<file path="config.mk">
export PLATFORM = sky130hd
export DESIGN_NAME = gas_level_bar_with_warmup_top
export DESIGN_NICKNAME = d
export VERILOG_FILES = /design/src/rtl/core/glbw_pkg.sv /design/src/rtl/core/glbw_step.sv /design/src/rtl/core/gas_level_bar_with_warmup_top.sv
export SDC_FILE = /design/constraint.sdc
export NUM_CORES = 1
export LEC_CHECK = 0
export BUFFER_PORTS_ARGS = -buffer_cell sky130_fd_sc_hd__buf_2
export CAP_MARGIN = 20
export CORE_UTILIZATION = 60
export CTS_CLUSTER_SIZE = 10
export DETAILED_ROUTE_END_ITERATION = 10
export PLACE_DENSITY = 0.91
export SYNTH_ARGS = -nofsm -noshare
export SYNTH_HDL_FRONTEND = slang
export SYNTH_SLANG_ARGS = --single-unit
</file>
<file path="constraint.sdc">
create_clock -name i_clk -period 6.1 [get_ports i_clk]
set_clock_uncertainty 0.2 [all_clocks]
set_input_delay 0.915 -clock i_clk [delete_from_list [all_inputs] [get_ports i_clk]]
set_output_delay 0.915 -clock i_clk [all_outputs]
set_load 0.02 [all_outputs]
</file>
<file path="src/rtl/core/glbw_pkg.sv">
`timescale 1ns / 1ps
`default_nettype none
// ----------------------------------------------------------------------------
// glbw_pkg
// Types, register indexes, constants and LED pattern functions shared by the
// gas level bar with warm-up.
// ----------------------------------------------------------------------------
package glbw_pkg;

    localparam int CfgIdxW  = 3;
    localparam int CfgDataW = 16;

    // Register indexes on the configuration port
    localparam logic [CfgIdxW-1:0] REG_WARMUP_TICKS    = 3'd0;
    localparam logic [CfgIdxW-1:0] REG_DROP_MARGIN     = 3'd1;
    localparam logic [CfgIdxW-1:0] REG_SHORTENED_TICKS = 3'd2;
    localparam logic [CfgIdxW-1:0] REG_MEASURE_PERIOD  = 3'd3;
    localparam logic [CfgIdxW-1:0] REG_ALARM_LEVEL     = 3'd4;

    // Register reset values
    localparam logic [7:0]  RST_WARMUP_TICKS    = 8'd150;
    localparam logic [9:0]  RST_DROP_MARGIN     = 10'd100;
    localparam logic [7:0]  RST_SHORTENED_TICKS = 8'd10;
    localparam logic [4:0]  RST_MEASURE_PERIOD  = 5'd10;
    localparam logic [15:0] RST_ALARM_LEVEL     = 16'd3000;

    // Chase pattern wraps at this phase
    localparam logic [4:0] CHASE_WRAP = 5'd10;
    localparam logic [4:0] PHASE_MAX  = 5'd31;

    // ppm band edges
    localparam logic [15:0] GREEN_HI   = 16'd900;
    localparam logic [15:0] GREEN2_LO  = 16'd750;
    localparam logic [15:0] GREEN2_HI  = 16'd1100;
    localparam logic [15:0] YELLOW_LO  = 16'd900;
    localparam logic [15:0] YELLOW_HI  = 16'd1900;
    localparam logic [15:0] YELLOW2_LO = 16'd1500;
    localparam logic [15:0] YELLOW2_HI = 16'd2200;
    localparam logic [15:0] RED_LO     = 16'd2000;
    localparam logic [15:0] RED_HI     = 16'd2800;
    localparam logic [15:0] RED2_LO    = 16'd2500;

    typedef struct packed {
        logic [9:0]  sensor_sample;
        logic [15:0] co2_ppm;
    } t_in;

    typedef struct packed {
        logic [5:0] led_bits;
        logic       buzzer_on;
        logic       warming_up;
        logic       reading_taken;
    } t_out;

    typedef struct packed {
        logic [7:0]  warmup_ticks;
        logic [9:0]  drop_margin;
        logic [7:0]  shortened_ticks;
        logic [4:0]  measure_period;
        logic [15:0] alarm_level;
    } t_cfg;

    typedef struct packed {
        logic       in_warmup;
        logic [7:0] warmup_left;
        logic [9:0] peak_sample;
        logic [4:0] tick_phase;
        logic       force_measure;
        logic       alarm_armed;
        logic       toggle_level;
        logic [5:0] led_latch;
    } t_state;

    function automatic logic [5:0] chase_leds(input logic [4:0] ph);
        logic [5:0] leds;
        case (ph)
            5'd1:    leds = 6'h20;
            5'd2:    leds = 6'h30;
            5'd3:    leds = 6'h18;
            5'd4:    leds = 6'h0C;
            5'd5:    leds = 6'h06;
            5'd6:    leds = 6'h03;
            5'd7:    leds = 6'h01;
            default: leds = 6'h00;
        endcase
        return leds;
    endfunction

    function automatic logic [5:0] band_leds(input logic [15:0] p);
        logic [5:0] b;
        b[0] = (p < GREEN_HI);
        b[1] = (p > GREEN2_LO)  && (p < GREEN2_HI);
        b[2] = (p > YELLOW_LO)  && (p < YELLOW_HI);
        b[3] = (p > YELLOW2_LO) && (p < YELLOW2_HI);
        b[4] = (p > RED_LO)     && (p < RED_HI);
        b[5] = (p > RED2_LO);
        return b;
    endfunction

endpackage
`default_nettype wire

</file>
<file path="src/rtl/core/glbw_step.sv">
`timescale 1ns / 1ps
`default_nettype none
// ----------------------------------------------------------------------------
// glbw_step
// Next-state and result logic for one tick: warm-up chase and countdown,
// then periodic measurement, band display and buzzer toggle.
// ----------------------------------------------------------------------------
module glbw_step (
    input  wire glbw_pkg::t_state i_state,
    input  wire glbw_pkg::t_cfg   i_cfg,
    input  wire glbw_pkg::t_in    i_data,
    output glbw_pkg::t_state      o_state,
    output glbw_pkg::t_out        o_result
);

    logic [10:0] sample_plus_margin;
    logic [4:0]  chase_phase;
    logic [7:0]  left_cut;
    logic        measure;
    logic [4:0]  phase_meas;
    logic        armed_now;

    always_comb begin
        sample_plus_margin = {1'b0, i_data.sensor_sample} + {1'b0, i_cfg.drop_margin};
        chase_phase = (i_state.tick_phase >= glbw_pkg::CHASE_WRAP) ? 5'd0 : i_state.tick_phase;
        measure     = i_state.force_measure || (i_state.tick_phase >= i_cfg.measure_period);
        phase_meas  = measure ? 5'd0 : i_state.tick_phase;
        armed_now   = measure ? (i_data.co2_ppm > i_cfg.alarm_level) : i_state.alarm_armed;

        // shorten the countdown when the sample falls well below the peak
        left_cut = i_state.warmup_left;
        if ((i_data.sensor_sample <= i_state.peak_sample)
                && (sample_plus_margin < {1'b0, i_state.peak_sample})
                && (i_state.warmup_left > i_cfg.shortened_ticks)) begin
            left_cut = i_cfg.shortened_ticks;
        end

        o_state  = i_state;
        o_result = '0;

        if (i_state.in_warmup) begin
            if (i_state.warmup_left == 8'd0) begin
                o_state.in_warmup     = 1'b0;
                o_state.force_measure = 1'b1;
            end else begin
                if (i_data.sensor_sample > i_state.peak_sample) begin
                    o_state.peak_sample = i_data.sensor_sample;
                end
                o_state.led_latch   = glbw_pkg::chase_leds(i_state.tick_phase);
                o_state.warmup_left = (left_cut != 8'd0) ? left_cut - 8'd1 : 8'd0;
                o_state.tick_phase  = chase_phase + 5'd1;
            end
        end else begin
            if (measure) begin
                o_state.force_measure = 1'b0;
                o_state.led_latch     = glbw_pkg::band_leds(i_data.co2_ppm);
                o_state.alarm_armed   = armed_now;
                o_result.reading_taken = 1'b1;
            end
            if (armed_now) begin
                o_state.toggle_level = ~i_state.toggle_level;
                o_result.buzzer_on   = ~i_state.toggle_level;
            end
            o_state.tick_phase = (phase_meas < glbw_pkg::PHASE_MAX) ? phase_meas + 5'd1
                                                                    : phase_meas;
        end

        o_result.led_bits   = o_state.led_latch;
        o_result.warming_up = o_state.in_warmup;
    end

endmodule
`default_nettype wire

</file>
<file path="src/rtl/core/gas_level_bar_with_warmup_top.sv">
`timescale 1ns / 1ps
`default_nettype none
// ----------------------------------------------------------------------------
// gas_level_bar_with_warmup_top
// Gas level LED bar with sensor warm-up, periodic measurement and buzzer alarm.
// ----------------------------------------------------------------------------
// Each input transaction is one tick and yields exactly one result
// transaction. A tick is processed in the cycle it is accepted and its result
// is registered; one tick per clock is sustained while results are taken and a
// two-entry output stage (output register plus skid register) keeps the input
// side open while a result waits. Configuration registers are written through
// i_cfg_we / i_cfg_index / i_cfg_data; a warmup_ticks write with no tick
// accepted reloads the countdown in warm-up. Unknown indexes are ignored.
module gas_level_bar_with_warmup_top (
    input  wire                                 i_clk,
    input  wire                                 i_rst_n,
    input  wire                                 i_in_valid,
    output logic                                o_in_ready,
    input  wire glbw_pkg::t_in                  i_in_data,
    output logic                                o_out_valid,
    input  wire                                 i_out_ready,
    output glbw_pkg::t_out                      o_out_data,
    input  wire                                 i_cfg_we,
    input  wire [glbw_pkg::CfgIdxW-1:0]         i_cfg_index,
    input  wire [glbw_pkg::CfgDataW-1:0]        i_cfg_data
);

    glbw_pkg::t_cfg   r_cfg;
    glbw_pkg::t_state r_state;
    glbw_pkg::t_state n_state;
    glbw_pkg::t_out   n_result;
    glbw_pkg::t_out   r_out;
    glbw_pkg::t_out   r_skid;
    logic             r_out_valid;
    logic             r_skid_valid;
    logic             in_fire;
    logic             out_fire;

    assign in_fire     = i_in_valid && o_in_ready;
    assign out_fire    = r_out_valid && i_out_ready;
    assign o_in_ready  = !r_skid_valid;
    assign o_out_valid = r_out_valid;
    assign o_out_data  = r_out;

    glbw_step u_step (
        .i_state  (r_state),
        .i_cfg    (r_cfg),
        .i_data   (i_in_data),
        .o_state  (n_state),
        .o_result (n_result)
    );

    // configuration registers
    always_ff @(posedge i_clk) begin
        if (!i_rst_n) begin
            r_cfg.warmup_ticks    <= glbw_pkg::RST_WARMUP_TICKS;
            r_cfg.drop_margin     <= glbw_pkg::RST_DROP_MARGIN;
            r_cfg.shortened_ticks <= glbw_pkg::RST_SHORTENED_TICKS;
            r_cfg.measure_period  <= glbw_pkg::RST_MEASURE_PERIOD;
            r_cfg.alarm_level     <= glbw_pkg::RST_ALARM_LEVEL;
        end else if (i_cfg_we) begin
            unique case (i_cfg_index)
                glbw_pkg::REG_WARMUP_TICKS:    r_cfg.warmup_ticks    <= i_cfg_data[7:0];
                glbw_pkg::REG_DROP_MARGIN:     r_cfg.drop_margin     <= i_cfg_data[9:0];
                glbw_pkg::REG_SHORTENED_TICKS: r_cfg.shortened_ticks <= i_cfg_data[7:0];
                glbw_pkg::REG_MEASURE_PERIOD:  r_cfg.measure_period  <= i_cfg_data[4:0];
                glbw_pkg::REG_ALARM_LEVEL:     r_cfg.alarm_level     <= i_cfg_data[15:0];
                default: ;
            endcase
        end
    end

    // tick state
    always_ff @(posedge i_clk) begin
        if (!i_rst_n) begin
            r_state.in_warmup     <= 1'b1;
            r_state.warmup_left   <= glbw_pkg::RST_WARMUP_TICKS;
            r_state.peak_sample   <= '0;
            r_state.tick_phase    <= '0;
            r_state.force_measure <= 1'b0;
            r_state.alarm_armed   <= 1'b0;
            r_state.toggle_level  <= 1'b0;
            r_state.led_latch     <= '0;
        end else if (in_fire) begin
            r_state <= n_state;
        end else if (i_cfg_we && (i_cfg_index == glbw_pkg::REG_WARMUP_TICKS)
                     && r_state.in_warmup) begin
            // reload the countdown while still warming up
            r_state.warmup_left <= i_cfg_data[7:0];
        end
    end

    // output register and skid register
    always_ff @(posedge i_clk) begin
        if (!i_rst_n) begin
            r_out_valid  <= 1'b0;
            r_skid_valid <= 1'b0;
        end else begin
            if (!r_out_valid || out_fire) begin
                if (r_skid_valid) begin
                    r_out_valid  <= 1'b1;
                    r_skid_valid <= 1'b0;
                end else begin
                    r_out_valid <= in_fire;
                end
            end else if (in_fire) begin
                // hold the new transaction behind the stalled one
                r_skid_valid <= 1'b1;
            end
        end
    end

    always_ff @(posedge i_clk) begin
        if (!r_out_valid || out_fire) begin
            r_out <= r_skid_valid ? r_skid : n_result;
        end
        if (in_fire) begin
            r_skid <= n_result;
        end
    end

    a_skid_needs_out: assert property (@(posedge i_clk) disable iff (!i_rst_n)
        r_skid_valid |-> r_out_valid)
        else $error("skid register holds a transaction while output register is empty");

    a_accept_fills_out: assert property (@(posedge i_clk) disable iff (!i_rst_n)
        in_fire |=> r_out_valid)
        else $error("accepted tick left no result in output register");

    a_quiet_in_warmup: assert property (@(posedge i_clk) disable iff (!i_rst_n)
        (r_out_valid && r_out.warming_up) |-> (!r_out.buzzer_on && !r_out.reading_taken))
        else $error("buzzer or measurement during warm-up");

    a_buzz_needs_alarm: assert property (@(posedge i_clk) disable iff (!i_rst_n)
        (in_fire && n_result.buzzer_on) |=> r_state.alarm_armed)
        else $error("buzzer driven without an armed alarm");

endmodule
`default_nettype wire

</file>
Yosys cells after proc, flatten, opt, wreduce, memory -nomap -nowiden
Index checks and enable logic that the tools add are counted.
Word-level totals
  bits in registers: 92
  input bits: 50
  output and inout port bits: 11
  logic and storage cells: 118
Operators by class
  add/sub/neg operators: 4
  magnitude comparators: 18
  equal/unequal tests: 15
  multiplexer cells: 25
  bitwise gates (word level): 4
  reduce and logical (&&, ||, !) cells: 30
Operators by type and width (number)
  one-hot mux 6 bit (7 select lines): 1
  > comparator 16 x 10 -> 1 bit, second input constant: 2
  > comparator 16 x 11 -> 1 bit, second input constant: 2
  less-than comparator 16 x 11 -> 1 bit, second input constant: 2
  less-than comparator 16 x 12 -> 1 bit, second input constant: 2
  two-way mux 8 bit: 4
  two-way mux 6 bit: 4
  two-way mux 23 bit: 1
  equality test 5 x 3 -> 1 bit, second input constant: 4
  two-way mux 19 bit: 1
  > comparator 16 x 12 -> 1 bit, second input constant: 1
  > comparator 16 bit: 1
  less-than comparator 16 x 10 -> 1 bit, second input constant: 1
  two-way mux 5 bit: 3
  AND reduction 3 bit: 4
  adder 10 x 10 -> 11 bit: 1
  less-than comparator 11 x 10 -> 1 bit: 1
  adder 5 x 1 -> 5 bit, second input constant: 2
  equality test 5 x 2 -> 1 bit, second input constant: 2
  > comparator 10 bit: 1
  <= comparator 10 bit: 1
  logical AND 1 bit: 10
  two-way mux 10 bit: 1
  AND reduction 2 bit: 5
  23 further kinds: 39

Longest topological paths before layout
Gate-level depths: netlist (run 1).
  depth in word-level cells: 10
  mapped depth: 25
  depth with buffers taken out: 24

Cells and area by module
Synthesis (run 1) repeated with hierarchy kept, for this count alone.
Unflattened totals
  cell total of the unflattened synthesis: 820
  area, all modules: 6791.5 um2
Modules (own cells, without submodules)
  gas_level_bar_with_warmup_top: times used 1, cells an instance 390, area an instance 3698.5 um2, seq. area each 2182.1 um2
  glbw_step: times used 1, cells an instance 430, area an instance 3093.0 um2, seq. area each 0.0 um2

Worst setup path before layout (run 1)
Ideal clock, no wire load.
  path type: input -> register
  start point: input port i_in_data[16] in the netlist's numbering
  end point: register r_state[28] in the netlist's numbering
  library setup time: 0.058 ns
  arrival: 5.026 ns
  data required time: 5.842 ns
  slack: 0.816 ns
  cell stages on the path: 23
  buffers on the path: 1
  cell sequence: ha_1 -> fa_1 -> a211oi_1 -> o21ai_1 -> nor2b_1 -> o21ai_0 -> nand2b_1 -> xor2_1 -> ha_1 -> a21oi_1 -> o22ai_1 -> nor3_1 -> o311ai_0 -> nor3_4 -> buf_6 -> mux2i_1 -> ha_1 -> inv_1 -> nor3_1 -> xnor2_1 -> nand3_1 -> a31oi_1 -> o22a_1
Between the ends
  word-level cells in the longest chain between the ends: 10
  elaborated cells on any way between the ends: 12
  those cells by class: add/sub: 2; order compare: 2; mux: 5; reduce/logical: 3
RTL lines
  start, declared: line gas_level_bar_with_warmup_top.sv:19  | input wire glbw_pkg::t_in i_in_data,
  adder 10 x 10 -> 11 bit: line glbw_step.sv:24  | sample_plus_margin = {1'b0, i_data.sensor_sample} + {1'b0, i_cfg.drop_margin};
  less-than comparator 11 x 10 -> 1 bit: line glbw_step.sv:33  | && (sample_plus_margin < {1'b0, i_state.peak_sample})
  logical AND 1 bit *: line glbw_step.sv:33
  logical AND 1 bit *: line glbw_step.sv:34  | && (i_state.warmup_left > i_cfg.shortened_ticks)) begin
  two-way mux 8 bit *: line glbw_step.sv:32  | if ((i_data.sensor_sample <= i_state.peak_sample)
  subtractor 8 x 1 -> 8 bit or nonzero test 8 bit (tied branches): line glbw_step.sv:50  | o_state.warmup_left = (left_cut != 8'd0) ? left_cut - 8'd1 : 8'd0;
  two-way mux 8 bit *: line glbw_step.sv:50
  two-way mux 23 bit *: line glbw_step.sv:42  | if (i_state.warmup_left == 8'd0) begin
  two-way mux 19 bit *: line glbw_step.sv:41  | if (i_state.in_warmup) begin
  two-way mux 8 bit *: line gas_level_bar_with_warmup_top.sv:84  | end else if (in_fire) begin
  end signal, assigned: line gas_level_bar_with_warmup_top.sv:85  | r_state <= n_state;
  end, declared: line gas_level_bar_with_warmup_top.sv:29  | glbw_pkg::t_state r_state;
Mark *: on every way between the ends. The rest lies on a longest branch, timed or not. The select of a mux whose other input is x is not followed.
A chain may end at the register's enable or synchronous reset.

Worst setup path in the final report (run 1)
  start point: input port i_in_data[17] in the netlist's numbering
  end point: register r_state[28] in the netlist's numbering
The elaborated chain is that of the path after synthesis.

==> results.toml, run 1 <==
[drt]
drc = 0
wl_per_cell_um = 16.5
final_antenna_net_count = 0
viasPerCell = 6.12
drt-initial-drc-count = 331
vias = 5425
dr.pass1.iters = 5
totalWireLength_um = 14600

[sta]
final_max_slew_viol_count = 0
setup-tns-final_ns = 0
fmax_mhz = 186
setup_viol = 0
period_minus_slack_ns = 5.38
hold_viol = 0
relSlewSlack = 0.417
rsz0062_at_grt = "no"
post-route-period-util = 0.882
tightest_slew_ns = 0.871

[setup_path]
reg2reg_slack_ns = 1.02
worstPathCellList = "buf_2 > ha_1 > a21o_1 > a21oi_1 > o21bai_1 > a21oi_1 > o21ai_0 > a21o_1 > a21oi_1 > xnor2_1 > ha_1 > inv_1 > o22ai_1 > nor3_1 > o311ai_0 > nor3_4 > mux2i_1 > ha_1 > inv_1 > nor3_1 > xnor2_1 > nand3_1 > a31oi_1 > o22a_1"
crit_family = "compound AO/OA/AOI/OAI gates"
cp_max_fo = 6
critical_path_buf_inv_count = 3
slowest_delay_ns = 0.30
r2r_start = "r_cfg[30]"
reg2regPathDepth = 23
start_kind = "input pin"
critPathKind = "input pin to flop"
arrival_ns = 5.51
r2r_end = "r_state[28]"
cp_slowest_cell = "nor3_4"
cp-end-kind = "flop"
critPathRequiredTime_ns = 6.23

[clock_network]
holdBufCountCts = 0
path_clk_slew_ns = 0.10
cts_tree = "yes"
cts_resized = 0
cts.htree.levels = 3
cts_made_buffers = 9
cts_setup_buffers = 0
numClockSinks = 92
cts_root_buf = "clkbuf_8"
clock_path_buffers = 2
insertion_delay_ns = 0.38

[min_path]
hold_path.class = "flop to flop"
worstHoldStart = "r_cfg[12]"
hold-path-cell-count = 2
worstHoldEndpoint = "r_cfg[12]"

[yosys]
synthCells = 705
synth_fp_nets = 818
yosysMostFrequentCell = "nand2_1"
synthFlopType = "dfxtp_1"
syn_area_sq_um = 6040
avgSynthCellArea_sq_um = 8.56
yosysSeqAreaShare = 0.335
async_flop_share = 0
ys_ff_latch = 92
synth_top_area_frac = 0.245
synth.area.top_cells = "dfxtp_1 25%, ha_1 13%, edfxtp_1 9.0%, nand2_1 5.2%, inv_1 3.4%"
synth-edff-count = 18
synth.distinct_cells = 70
synth_common_cells = "84 x nand2_1, 74 x dfxtp_1, 62 x ha_1, 54 x inv_1, 33 x o21ai_0"
synth.largest_area_cell = "dfxtp_1"
synth_warnings = 0

[pwr]
leakage_nw = 2.82
powerDensity_nw_per_um2 = 221
ir_drop_v = 0.000109

[die]
ios = 61
core_area_sq_um = 9770
start_util = 0.618
die_w_um = 102
die-height_um = 102
dieArea_sq_um = 10500
row_count = 36

[cells_and_area]
stdcell_count = 886
synthToLayoutAreaGrowth_pct = 9.74
num-nets-final = 861
n_antenna_cell = 0
drive_gt1_frac = 0.149

[placed_design]
placed_cells = 869
routabilityCongestion = 0.995
io_buffer_count = 60
dpl.hpwl_um = 10700

[global_route]
grt_overflow_total = 0
grt_max_degree = 74
grt_pass1_wl_um = 24200
grt_usage = 0.297
grt_antenna_before_repair = 0
grt_pass1_vias = 5273

[run]
maxCapViolations = 0

[outcome]
outcome = "finished, final reports clean"
==> worst register-to-register path, delay by kind of cell, from the launching register on <==
kind                     cells  cell delay, ns
adder cells (fa/ha/maj)      3            0.85
AO/OA/AOI/OAI               11            2.06
AND/OR/NAND/NOR              4            0.74
buffers and inverters        2            0.16
flip-flops                   1            0.40
multiplexers                 1            0.28
XOR/XNOR                     2            0.35
==> routing by layer <==
metal,vias up,part of all wire,track usage
met5,-,0,0
met4,0,0.043,0.154
met3,60,0.062,0.0472
met2,232,0.48,0.512
met1,2510,0.42,0.356
li1,2623,-,-
==> worst max path at each step <==
stage | slack [ns] | to | start | cells after the start
after global placement | 0.74 | r_state[28] | i_in_data[16] | 23
after detailed placement | 0.46 | r_state[28] | i_in_data[16] | 23
final | 0.72 | r_state[28] | i_in_data[17] | 24
after global routing | 0.32 | r_state[28] | i_in_data[17] | 24
after floorplan | 0.82 | r_state[28] | i_in_data[16] | 23
after CTS | 0.81 | r_state[28] | i_in_data[16] | 23
==> logic make-up after synthesis <==
| logic type | after synthesis | share of synthesized area |
|---|---|---|
| buf+inv | 87 | 0.0566 |
| xor+xnor | 17 | 0.0247 |
| compound gates | 188 | 0.214 |
| simple gates | 233 | 0.195 |
| fa+ha+maj | 63 | 0.132 |
| mux | 25 | 0.0437 |
| flops | 92 | 0.335 |
==> state kept, by name (all words and copies together) (netlist names) <==
| register | flops |
|---|---|
| o_out_valid | 1 |
| r_skid | 9 |
| r_skid_valid | 1 |
| r_state | 33 |
| r_cfg | 39 |
| o_out_data | 9 |
==> cells in the final DEF (no fill, tap or decap), types with 18 or more instances in the layout <==
master	count
nor2_1	30
a21boi_0	25
dfxtp_1	74
nor2b_1	22
o21ai_0	33
nor3_1	22
nand3_1	20
ha_1	62
edfxtp_1	18
inv_1	54
buf_2	60
nand2_1	84
a21oi_1	29
==> through the flow <==
| stage | power (W) | util | hold WS [ns] | setup slack (ns) | instance area [sq um] |
|---|---|---|---|---|---|
| after floorplan | 0.000919 | - | 0.243 | 0.816 | 6040 |
| after global placement | 0.000996 | 0.654 | 0.256 | 0.739 | 6390 |
| after detailed placement | 0.00101 | 0.654 | 0.262 | 0.464 | 6390 |
| after CTS | 0.00146 | 0.676 | 0.276 | 0.810 | 6610 |
| after global routing | 0.00153 | 0.678 | 0.295 | 0.322 | 6630 |
| final | 0.00146 | 0.678 | 0.268 | 0.718 | 6630 |
==> cell type report <==
type	instances	area, sq um
clock buffers	9	124
flip-flops and latches	92	2020
well taps	133	166
repair buffers	63	335
multi-input cells	526	3670
fillers	797	3150
clock inverters	7	93.8
inverters	56	210
==> power by group <==
group,switching (W),internal [W],leakage [nW]
registers,0.0000303,0.000654,0.792
logic,0.000184,0.000140,1.92
clock network,0.000253,0.000201,0.107
total,0.000467,0.000995,2.82
(Power assumes the default switching activity.)
==> run 2: changes to the inputs <==
Settings changed: ABC_AREA from default to 1.
==> results.toml, run 2 <==
[outcome]
outcome = "finished, final reports clean"

[sta]
fmax_mhz = 212
post-route-period-util = 0.774
relSlewSlack = 0.362
setup-tns-final_ns = 0
hold_viol = 0
setup_viol = 0
holdWs_ns = 0.268
rsz0062_at_grt = "no"
tightest_slew_ns = 0.957
final_max_slew_viol_count = 0
period_minus_slack_ns = 4.72

[yosys]
synth_fp_nets = 946
synthFlopType = "dfxtp_1"
synth-edff-count = 18
async_flop_share = 0
synthCells = 833
yosysMostFrequentCell = "nand2_1"
synth_top_area_frac = 0.247
yosysSeqAreaShare = 0.337
avgSynthCellArea_sq_um = 7.20
synth.area.top_cells = "dfxtp_1 25%, ha_1 13%, nand2_1 11%, edfxtp_1 9.0%, inv_1 7.4%"
synth.distinct_cells = 39
syn_area_sq_um = 6000
synth.largest_area_cell = "dfxtp_1"
synth_warnings = 0
ys_ff_latch = 92
synth_common_cells = "171 x nand2_1, 118 x inv_1, 80 x a21oi_1, 74 x dfxtp_1, 72 x nor2_1"

[setup_path]
cp_slowest_cell = "ha_1"
critPathKind = "input pin to flop"
arrival_ns = 4.84
critPathLaunch = "i_in_data[18]"
r2r_start = "r_cfg[31]"
cp_max_fo = 11
cp_common_cell = "nand2_1"
slowest_delay_ns = 0.35
start_kind = "input pin"
critPathRequiredTime_ns = 6.22
cp-end-kind = "flop"

[drt]
drt-initial-drc-count = 317
drc = 0
vias = 5730
final_antenna_net_count = 0
wl_per_cell_um = 13.9
totalWireLength_um = 14300
dr.pass1.iters = 5
viasPerCell = 5.58

[clock_network]
insertion_delay_ns = 0.38
cts_resized = 0
cts_setup_buffers = 0
path_clk_slew_ns = 0.10
clock_path_buffers = 2
cts_root_buf = "clkbuf_8"
cts_tree = "yes"
numClockSinks = 92
cts_made_buffers = 9
holdBufCountCts = 0
cts.htree.levels = 3

[cells_and_area]
num-nets-final = 1002
final_common_cell = "nand2_1"
synthToLayoutAreaGrowth_pct = 10.2
reg_top3 = "r_cfg: 39 flops, r_state: 33 flops"
n_antenna_cell = 0
final_cell_mix = "171 x nand2_1, 118 x inv_1, 80 x a21oi_1, 74 x dfxtp_1, 72 x nor2_1"
drive_gt1_frac = 0.121
largest-register = "r_cfg"
largest_reg_flops = 39

[die]
start_util = 0.617
dieArea_sq_um = 10400
ios = 61
core_area_sq_um = 9730
die_w_um = 102
row_count = 36
die-height_um = 102

[min_path]
hold_path.class = "flop to flop"
worstHoldStart = "r_cfg[10]"

[pwr]
ir_drop_v = 0.000158
powerDensity_nw_per_um2 = 227
leakage_nw = 3.20

[placed_design]
routabilityCongestion = 0.948
io_buffer_count = 60
dpl.hpwl_um = 10700

[global_route]
grt_max_degree = 59
grt_pass1_vias = 5402
grt_usage = 0.296
grt_antenna_before_repair = 0
grt_overflow_total = 0
grt_pass1_wl_um = 24300

[run]
maxCapViolations = 0
run 2: changes by cell type after synthesis, sizes merged, moves of 14 or more:
cell    change
a21boi     -26
a21oi      +52
inv        +63
mux2i      -17
nand2      +96
nor2       +54
nor2b      -22
nor3       -14
o21ai      +36
run 2: final timing paths:
| path | to | slack [ns] | cells past startpoint |
|---|---|---|---|
| worst max-delay path | r_state[31] | 1.38 | 33 |
| worst min-delay path | r_cfg[10] | 0.27 | 2 |
| worst max register to register | r_state[31] | 1.74 | 32 |
| worst min register to register | r_cfg[10] | 0.27 | 2 |
run 2: metrics by stage:
stage	std cells	instance area [sq um]	utilization	setup WS [ns]	power, W
6_report	1027	6610	0.679	1.38	0.00150
5_1_grt	1027	6610	0.679	0.966	0.00159
4_1_cts	1027	6610	0.679	1.44	0.00150
3_5_place_dp	1011	6410	0.659	1.11	0.00109
3_3_place_gp	1011	6410	0.659	1.27	0.00107
2_1_floorplan	833	6000	-	1.69	0.000984
run 2: routing by layer:
layer / wire, um / track usage / vias up
met3: 980 / 0.0547 / 49
met2: 6760 / 0.514 / 220
met1: 6080 / 0.364 / 2560
met5: 0 / 0 / -
li1: - / - / 2901
met4: 466 / 0.111 / 0
run 2: logic make-up after synthesis:
family | after synthesis | share of synthesized area
XOR/XNOR | 14 | 0.0204
AO/OA/AOI/OAI | 195 | 0.181
adder cells (fa/ha/maj) | 63 | 0.133
buffers and inverters | 138 | 0.0876
AND/OR/NAND/NOR | 331 | 0.241
flip-flops | 92 | 0.337
run 2: worst max-delay path, delay by kind of cell:
kind	cells	cell delay, ns
XOR/XNOR	1	0.10
AND/OR/NAND/NOR	20	2.04
buffers and inverters	4	0.33
AO/OA/AOI/OAI	5	0.74
adder cells (fa/ha/maj)	3	0.72
run 2: cell type report:
cell class                      count  area (sq um)
Multi-Input combinational cell    603          3460
Clock buffer                        9           124
Tap cell                          133           166
Inverter                          122           458
Sequential cell                    92          2020
Timing Repair Buffer               61           308
Clock inverter                      7          75.1
Fill cell                         826          3120
run 2: report_power, final:
| group | switching [W] | internal (W) |
|---|---|---|
| Sequential | 0.0000210 | 0.000659 |
| Clock | 0.000253 | 0.000162 |
| Combinational | 0.000263 | 0.000141 |
| Total | 0.000538 | 0.000962 |
